## src/rtl/stc_pkg.sv

```systemverilog
// Shared types and constants for the scrolling text console buffer.
package stc_pkg;

    localparam int ROWS    = 8;
    localparam int COLS    = 32;
    localparam int ROW_W   = $clog2(ROWS);
    localparam int COL_W   = $clog2(COLS);
    localparam int LEN_W   = $clog2(COLS + 1);
    localparam int FILL_W  = $clog2(ROWS + 1);
    localparam int LINE_AW = $clog2(ROWS * COLS);

    localparam logic [7:0] CH_SPACE     = 8'h20;
    localparam logic [7:0] CH_NEWLINE   = 8'h0A;
    localparam logic [7:0] CH_RETURN    = 8'h0D;
    localparam logic [7:0] CH_BACKSPACE = 8'h08;
    localparam logic [7:0] CH_TAB       = 8'h09;

    typedef enum logic [1:0] {
        OP_PUT  = 2'd0,
        OP_READ = 2'd1,
        OP_MARK = 2'd2
    } t_op;

    typedef enum logic [2:0] {
        ST_IDLE,
        ST_EXEC,
        ST_TAB,
        ST_COPY,
        ST_OUT
    } t_state;

    typedef struct packed {
        logic [1:0] opcode;
        logic [7:0] char_in;
        logic [2:0] row_sel;
        logic [4:0] col_sel;
    } t_cmd;

    typedef struct packed {
        logic [7:0] cell_char;
        logic [5:0] row_len;
        logic       row_dirty;
        logic       panel_full;
        logic [3:0] dirty_rows;
    } t_result;

endpackage

```

## src/rtl/stc_ram.sv

```systemverilog
// Generic simple dual-port RAM with registered read.
module stc_ram #(
    parameter int WIDTH = 8,
    parameter int DEPTH = 32
) (
    input  logic                     i_clk,
    input  logic                     i_we,
    input  logic [$clog2(DEPTH)-1:0] i_waddr,
    input  logic [WIDTH-1:0]         i_wdata,
    input  logic [$clog2(DEPTH)-1:0] i_raddr,
    output logic [WIDTH-1:0]         o_rdata
);

    logic [WIDTH-1:0] r_mem [DEPTH];
    logic [WIDTH-1:0] r_rdata;

    always_ff @(posedge i_clk) begin
        if (i_we) begin
            r_mem[i_waddr] <= i_wdata;
        end
        r_rdata <= r_mem[i_raddr];
    end

    assign o_rdata = r_rdata;

endmodule

```

## src/rtl/scrolling_text_console_buffer.sv

```systemverilog
// Top level of the scrolling text console buffer.
//
// Command channel: drive i_cmd and raise start; the command transfers on a
// rising edge where start is high and busy is low. busy stays high until the
// result has been shown.
// Result channel: o_result is valid for exactly one cycle while o_done is
// high; the receiver cannot stall it, so it must capture it in that cycle.
// Sequence after the transfer edge:
//   read, mark, ordinary put, backspace, return: execute, then show the
//   result, then return to idle, in which the next command transfers;
//   tab: one pending-line write per space, then the result;
//   newline: the copy of the pending line into the line store, one
//   character per cycle through the single write port of the line
//   memory, then the result; an empty line copies no characters.
// Reset (synchronous, active low) empties the pending line, clears all row
// lengths, sets every row dirty and returns the panel to its top row. The
// character memories are not cleared; they are only read below the lengths.
module scrolling_text_console_buffer
    import stc_pkg::*;
(
    input  logic    i_clk,
    input  logic    i_rst_n,
    input  logic    start,
    input  t_cmd    i_cmd,
    output logic    busy,
    output logic    o_done,
    output t_result o_result
);

    t_state             r_state, n_state;
    t_cmd               r_cmd, n_cmd;
    logic [LEN_W-1:0]   r_line_len [ROWS];
    logic [LEN_W-1:0]   n_line_len [ROWS];
    logic [ROWS-1:0]    r_dirty, n_dirty;
    logic [FILL_W-1:0]  r_filled, n_filled;
    logic [ROW_W-1:0]   r_top, n_top;
    logic [LEN_W-1:0]   r_pend_len, n_pend_len;
    logic [LEN_W-1:0]   r_len, n_len;
    logic               r_row_dirty, n_row_dirty;
    logic               r_cell_ok, n_cell_ok;
    logic [ROW_W-1:0]   r_phys, n_phys;
    logic [LEN_W-1:0]   r_copy_len, n_copy_len;
    logic [LEN_W-1:0]   r_idx, n_idx;
    logic               r_wv, n_wv;
    logic [COL_W-1:0]   r_wcol, n_wcol;
    logic [1:0]         r_tab_cnt, n_tab_cnt;

    logic               pend_we;
    logic [COL_W-1:0]   pend_waddr;
    logic [7:0]         pend_wdata;
    logic [COL_W-1:0]   pend_raddr;
    logic [7:0]         pend_rdata;
    logic               line_we;
    logic [LINE_AW-1:0] line_waddr;
    logic [LINE_AW-1:0] line_raddr;
    logic [7:0]         line_rdata;

    logic               row_ok;
    logic [ROW_W-1:0]   sel_phys;
    logic [FILL_W-1:0]  dirty_cnt;

    function automatic logic [ROW_W-1:0] vis_to_phys(
        input logic [ROW_W-1:0] top,
        input logic [ROW_W-1:0] vis
    );
        logic [ROW_W:0] sum;
        sum = {1'b0, top} + {1'b0, vis};
        if (32'(sum) >= ROWS) begin
            sum = sum - (ROW_W + 1)'(ROWS);
        end
        return sum[ROW_W-1:0];
    endfunction

    stc_ram #(.WIDTH(8), .DEPTH(COLS)) u_pend_ram (
        .i_clk   (i_clk),
        .i_we    (pend_we),
        .i_waddr (pend_waddr),
        .i_wdata (pend_wdata),
        .i_raddr (pend_raddr),
        .o_rdata (pend_rdata)
    );

    stc_ram #(.WIDTH(8), .DEPTH(ROWS * COLS)) u_line_ram (
        .i_clk   (i_clk),
        .i_we    (line_we),
        .i_waddr (line_waddr),
        .i_wdata (pend_rdata),
        .i_raddr (line_raddr),
        .o_rdata (line_rdata)
    );

    assign row_ok     = (32'(r_cmd.row_sel) < ROWS);
    assign sel_phys   = vis_to_phys(r_top, r_cmd.row_sel[ROW_W-1:0]);
    assign line_raddr = LINE_AW'(sel_phys) * LINE_AW'(COLS) + LINE_AW'(r_cmd.col_sel);
    assign line_waddr = LINE_AW'(r_phys) * LINE_AW'(COLS) + LINE_AW'(r_wcol);
    assign line_we    = (r_state == ST_COPY) && r_wv;
    assign pend_raddr = r_idx[COL_W-1:0];

    always_comb begin
        dirty_cnt = '0;
        for (int i = 0; i < ROWS; i++) begin
            dirty_cnt = dirty_cnt + FILL_W'(r_dirty[i]);
        end
    end

    // Next state.
    always_comb begin
        n_state = r_state;
        unique case (r_state)
            ST_IDLE: begin
                if (start) begin
                    n_state = ST_EXEC;
                end
            end
            ST_EXEC: begin
                if (r_cmd.opcode == OP_PUT && r_cmd.char_in == CH_NEWLINE) begin
                    n_state = ST_COPY;
                end else if (r_cmd.opcode == OP_PUT && r_cmd.char_in == CH_TAB) begin
                    n_state = ST_TAB;
                end else begin
                    n_state = ST_OUT;
                end
            end
            ST_TAB: begin
                if (r_tab_cnt == 2'd3) begin
                    n_state = ST_OUT;
                end
            end
            ST_COPY: begin
                if (r_idx == r_copy_len && !r_wv) begin
                    n_state = ST_OUT;
                end
            end
            ST_OUT: begin
                n_state = ST_IDLE;
            end
            default: n_state = ST_IDLE;
        endcase
    end

    // Datapath and outputs.
    always_comb begin
        n_cmd       = r_cmd;
        n_line_len  = r_line_len;
        n_dirty     = r_dirty;
        n_filled    = r_filled;
        n_top       = r_top;
        n_pend_len  = r_pend_len;
        n_len       = r_len;
        n_row_dirty = r_row_dirty;
        n_cell_ok   = r_cell_ok;
        n_phys      = r_phys;
        n_copy_len  = r_copy_len;
        n_idx       = r_idx;
        n_wv        = 1'b0;
        n_wcol      = r_wcol;
        n_tab_cnt   = r_tab_cnt;
        pend_we     = 1'b0;
        pend_waddr  = r_pend_len[COL_W-1:0];
        pend_wdata  = r_cmd.char_in;

        unique case (r_state)
            ST_IDLE: begin
                if (start) begin
                    n_cmd = i_cmd;
                end
            end
            ST_EXEC: begin
                // Capture the addressed row as it was before this item.
                n_len       = row_ok ? r_line_len[sel_phys] : '0;
                n_row_dirty = row_ok ? r_dirty[r_cmd.row_sel[ROW_W-1:0]] : 1'b0;
                n_cell_ok   = row_ok && (LEN_W'(r_cmd.col_sel) < r_line_len[sel_phys]);
                case (r_cmd.opcode)
                    OP_PUT: begin
                        case (r_cmd.char_in)
                            CH_NEWLINE: begin
                                if (32'(r_filled) < ROWS) begin
                                    n_phys = vis_to_phys(r_top, r_filled[ROW_W-1:0]);
                                    n_dirty[r_filled[ROW_W-1:0]] = 1'b1;
                                    n_filled = r_filled + 1'b1;
                                end else begin
                                    // Scroll: the oldest row becomes the new bottom row.
                                    n_phys  = r_top;
                                    n_top   = vis_to_phys(r_top, ROW_W'(1));
                                    n_dirty = '1;
                                end
                                n_line_len[n_phys] = r_pend_len;
                                n_copy_len = r_pend_len;
                                n_pend_len = '0;
                                n_idx      = '0;
                            end
                            CH_RETURN: begin
                            end
                            CH_BACKSPACE: begin
                                if (r_pend_len != '0) begin
                                    n_pend_len = r_pend_len - 1'b1;
                                end
                            end
                            CH_TAB: begin
                                n_tab_cnt = '0;
                            end
                            default: begin
                                if (r_cmd.char_in >= CH_SPACE && 32'(r_pend_len) < COLS) begin
                                    pend_we    = 1'b1;
                                    n_pend_len = r_pend_len + 1'b1;
                                end
                            end
                        endcase
                    end
                    OP_MARK: begin
                        if (row_ok) begin
                            n_dirty[r_cmd.row_sel[ROW_W-1:0]] = 1'b0;
                        end
                    end
                    default: begin
                    end
                endcase
            end
            ST_TAB: begin
                pend_wdata = CH_SPACE;
                if (32'(r_pend_len) < COLS) begin
                    pend_we    = 1'b1;
                    n_pend_len = r_pend_len + 1'b1;
                end
                n_tab_cnt = r_tab_cnt + 1'b1;
            end
            ST_COPY: begin
                // Read pending[idx] now, write it to the line store next cycle.
                if (r_idx != r_copy_len) begin
                    n_wv   = 1'b1;
                    n_wcol = r_idx[COL_W-1:0];
                    n_idx  = r_idx + 1'b1;
                end
            end
            ST_OUT: begin
            end
            default: begin
            end
        endcase

        busy                  = (r_state != ST_IDLE);
        o_done                = (r_state == ST_OUT);
        o_result.cell_char    = (r_cmd.opcode == OP_READ && r_cell_ok) ? line_rdata : 8'h00;
        o_result.row_len      = 6'(r_len);
        o_result.row_dirty    = r_row_dirty;
        o_result.panel_full   = (32'(r_filled) >= ROWS);
        o_result.dirty_rows   = 4'(dirty_cnt);
    end

    always_ff @(posedge i_clk) begin
        if (!i_rst_n) begin
            r_state    <= ST_IDLE;
            r_dirty    <= '1;
            r_filled   <= '0;
            r_top      <= '0;
            r_pend_len <= '0;
            r_wv       <= 1'b0;
            for (int i = 0; i < ROWS; i++) begin
                r_line_len[i] <= '0;
            end
        end else begin
            r_state    <= n_state;
            r_dirty    <= n_dirty;
            r_filled   <= n_filled;
            r_top      <= n_top;
            r_pend_len <= n_pend_len;
            r_wv       <= n_wv;
            r_line_len <= n_line_len;
        end
    end

    always_ff @(posedge i_clk) begin
        r_cmd       <= n_cmd;
        r_len       <= n_len;
        r_row_dirty <= n_row_dirty;
        r_cell_ok   <= n_cell_ok;
        r_phys      <= n_phys;
        r_copy_len  <= n_copy_len;
        r_idx       <= n_idx;
        r_wcol      <= n_wcol;
        r_tab_cnt   <= n_tab_cnt;
    end

endmodule

```

## config.mk

```make
export PLATFORM = sky130hd
export DESIGN_NAME = scrolling_text_console_buffer
export DESIGN_NICKNAME = d
export VERILOG_FILES = /design/src/rtl/stc_pkg.sv /design/src/rtl/stc_ram.sv /design/src/rtl/scrolling_text_console_buffer.sv
export SDC_FILE = /design/constraint.sdc
export NUM_CORES = 2
export LEC_CHECK = 0
export ABC_CLOCK_PERIOD_IN_PS = 6000
export BUFFER_PORTS_ARGS = -buffer_cell sky130_fd_sc_hd__buf_2
export CAP_MARGIN = 20
export CORE_MARGIN = 2
export CORE_UTILIZATION = 50
export CTS_CLUSTER_DIAMETER = 40
export DETAILED_ROUTE_END_ITERATION = 8
export PLACE_DENSITY = 0.65
export SYNTH_ARGS = -nofsm -noshare
export SYNTH_HDL_FRONTEND = slang
export SYNTH_SLANG_ARGS = --single-unit
export TNS_END_PERCENT = 20
```

## constraint.sdc

```tcl
create_clock -name i_clk -period 6 [get_ports i_clk]
set_input_delay 1.2 -clock i_clk [delete_from_list [all_inputs] [get_ports i_clk]]
set_output_delay 1.2 -clock i_clk [all_outputs]
set_load 0.01 [all_outputs]
```

==> flow_metrics.tcl <==
set metrics [dict create \
    htreeDepth 5 \
    grt_max_degree 257 \
    cts_hold_buf 0 \
    tightest_slew_ns 1.202 \
    grt_pass1_wl_um 325000 \
    vdd_drop_max_mv 0.2699 \
    yosys.area_share.xor_xnor_pct 0.1900 \
    place.gp.congestion 0.8545 \
    yosysWarnings 0 \
    switching_share_pct 21.81 \
    post-place-ws_ns 1.880 \
    rows 159 \
    cp.arrival_ns 3.87 \
    cts_tree "yes" \
    die_h_um 439.5 \
    portBuffers 42 \
    p_leak_nw 34.16 \
    maxCapViolCount 0 \
    finalCriticalPeriod_ns 5.074 \
    synth_fa_ha_area_share_pct 0.3642 \
    initial_core_util_pct 50.38 \
    ys_seq_area_share_pct 76.36 \
    grtUsageTotal_pct 23.04 \
    setup_viol 0 \
    avgSynthCellArea_sq_um 20.71 \
    power_frac_clock_pct 46.5 \
    start_kind "register" \
    grt_pass1_vias 47300 \
    p_per_area_nw_per_um2 362.1 \
    synth_ff_type "edfxtp_1" \
    drtAntennaViolNets 0 \
    synth.cell_area_sq_um 94820 \
    avgRoutedWirePerCell_um 29.66 \
    synth-async-reset-ratio_pct 0 \
    io-pin-count 43 \
    drive_above_1_share_pct 24.93 \
    synthSimpleGateAreaFrac_pct 3.220 \
    dr.first_iter.drc_count 5382 \
    status "finished, final reports clean" \
    cts.sinks 2441 \
    clk_latency_ns 0.92 \
    synthMuxAreaShare_pct 15.19 \
    hold_ws_ns 0.4495 \
    rsz0062_at_grt "no" \
    area_delta_synth_final_pct 14.00 \
    syn_nets 4623 \
    postCtsSetupBuffers 0 \
    antenna_found_initial 8 \
    post-route-period-util_pct 84.57 \
    cts_root_buf "clkbuf_16" \
    synth_compound_area_share_pct 3.071 \
    post-dp-hpwl_um 129800 \
    drc 0 \
    slew-limit-headroom_pct 19.64 \
    synth_top_family_by_area "multiplexers" \
    report.final.slew_viol_count 0 \
    power.switching_mw 8.537 \
    cts.clk_slew.worst_paths_ns 0.06 \
    critPathRequiredTime_ns 4.80 \
    wl_um 221800 \
    yosys_register_bits 2441 \
    synthCells 4578 \
    finalPower_mw 39.15 \
    finalHoldViolCount 0 \
    crit_fanout 3 \
    cts_buffers 313 \
    dieArea_sq_um 193100 \
    setup_tns_ns 0 \
    hp-class "in2reg" \
    p_seq_share_pct 48.1 \
    die_w_um 439.5 \
    yosysUniqueCellTypes 81 \
    fin_nets 4801 \
    firstDrtPassIters 7 \
    synth_edf_count 2352 \
    setup_slack_ns 0.9259 \
    intPower_mw 30.61 \
    combPwrFrac_pct 5.4 \
    cts_resized 0 \
    skew_ns 0.08774 \
    grt_overflow_total 0 \
    viasPerCell 6.224 \
    fmax_mhz 197.1 \
    vias 46540 \
    path_class "reg2out" \
    end_kind "output pin" \
    core_sq_um 188200 \
    cts_buffer_depth 4 \
]
sequential cells by signal (all words and copies together), names as in the netlist, 5 cells and up:
register            cells
u_line_ram.r_mem     2048
u_pend_ram.r_mem      256
r_line_len             48
r_cmd                  18
r_dirty                 8
u_line_ram.o_rdata      8
u_pend_ram.o_rdata      8
r_copy_len              6
r_idx                   6
r_len                   6
r_pend_len              6
r_wcol                  5
metrics by stage:
stage	instance area (sq um)	util [%]	cells
floorplan	94820	-	4578
global placement	97780	51.96	6929
detailed placement	97780	51.96	6929
CTS	107900	57.34	7470
global route	108100	57.44	7478
finish	108100	57.44	7478
layout make-up:
class / count / area [sq um]
antenna: 1 / 2.502
inverter: 36 / 135.1
multi-input combinational: 1829 / 20950
clock buffer: 365 / 8248
sequential: 2441 / 72440
fill: 13750 / 80100
tap: 2495 / 3122
timing repair buffer: 135 / 1309
clock inverter: 176 / 1891
Yosys cell counts (all sizes together) (4+ instances only):
master  count  area, sq um
mux2i     134         1341
nor4       11        68.82
nand3      52        280.3
ha         18        225.2
or3b        4        35.04
o21ai      17        85.08
clkbuf    141        529.3
a211oi      6        45.04
nand2      63        236.5
o22ai      35        219.0
nor2      404         1526
nor2b      15        93.84
or3         5        36.28
a21oi      47        235.2
a21boi      9        71.32
nand2b      8        50.05
nor3       35        180.2
xnor2       8        70.07
a22o       42        376.6
a22oi     133        998.5
mux4      574        12930
mux2       12        135.1
xor2       10        87.58
inv        35        131.4
a31oi       8        50.05
nand4      11        68.82
edfxtp   2352        70630
and2       24        150.1
nand4b      5        43.79
dfxtp      89         1782
o211ai     23        172.7
fa          6        120.1
nor3b      13        97.59
a221oi     44        385.4
nand3b      8        60.06
buf       131        853.3
layout by cell type, fill, tap and decap left out, types with 10 or more instances in the layout:
cell type and instances:
a21oi_1 47, a221oi_1 44, a22o_1 41, a22oi_1 133, and2_1 22, buf_12 22, buf_2 42, buf_4 64
bufinv_16 26, clkbuf_1 39, clkbuf_16 322, clkinv_1 24, clkinv_2 27, clkinv_4 29, clkinvlp_4 30, dfxtp_1 81
edfxtp_1 2352, ha_1 17, inv_1 34, inv_6 29, mux2_2 12, mux2i_1 134, mux4_2 574, nand2_1 63
nand3_1 48, nand4_1 11, nor2_1 398, nor2b_1 11, nor3_1 33, nor3b_1 13, nor4_1 11, o211ai_1 23
o21ai_0 17, o22ai_1 35, xor2_1 10
worst max-delay path, stage by stage, from the launching register on:
cell     delay, ns
dfxtp_1       0.34
fa_1          0.57
inv_1         0.06
fa_1          0.50
fa_1          0.42
inv_1         0.08
ha_1          0.16
inv_1         0.06
fa_1          0.43
xnor2_1       0.17
buf_2         0.16
kinds of logic (layout without fill, tap and decap cells):
family	after synthesis	in the layout
simple gates	672	672
flops	2441	2441
mux	720	720
xor+xnor	19	19
compound gates	394	394
other cells	0	1
fa+ha+maj	24	24
buf+inv	308	712
power groups by stage:
| stage | Clock [mW] | Combinational, mW | Sequential (mW) |
|---|---|---|---|
| floorplan | 0 | 1.34 | 19.2 |
| global placement | 0 | 2.04 | 19.2 |
| detailed placement | 0 | 2.07 | 19.2 |
| CTS | 18.5 | 2.08 | 18.9 |
| global route | 19.1 | 2.22 | 18.8 |
| finish | 18.2 | 2.10 | 18.8 |
layer usage:
layer / part of all wire (%) / vias up / wire length (um) / global-route usage (%)
met5: 0.0059 / - / 13 / 0
met3: 8.0 / 440 / 17710 / 4.430
met4: 3.4 / 2 / 7549 / 7.993
met2: 48 / 2003 / 106400 / 36.00
li1: - / 19400 / - / -
met1: 41 / 24690 / 90130 / 32.81
path summary, 6_finish.rpt:
kind / end / startpoint / slack [ns] / cells past startpoint
min: r_cmd[14] / i_cmd[14] / 0.45 / 1
min reg2reg: r_top[1] / r_top[1] / 0.48 / 2
max reg2reg: u_line_ram.o_rdata[5] / r_cmd[0] / 2.09 / 9
max: o_result[2] / r_dirty[0] / 0.93 / 10
Note: power is estimated with default switching activity, not from simulation.
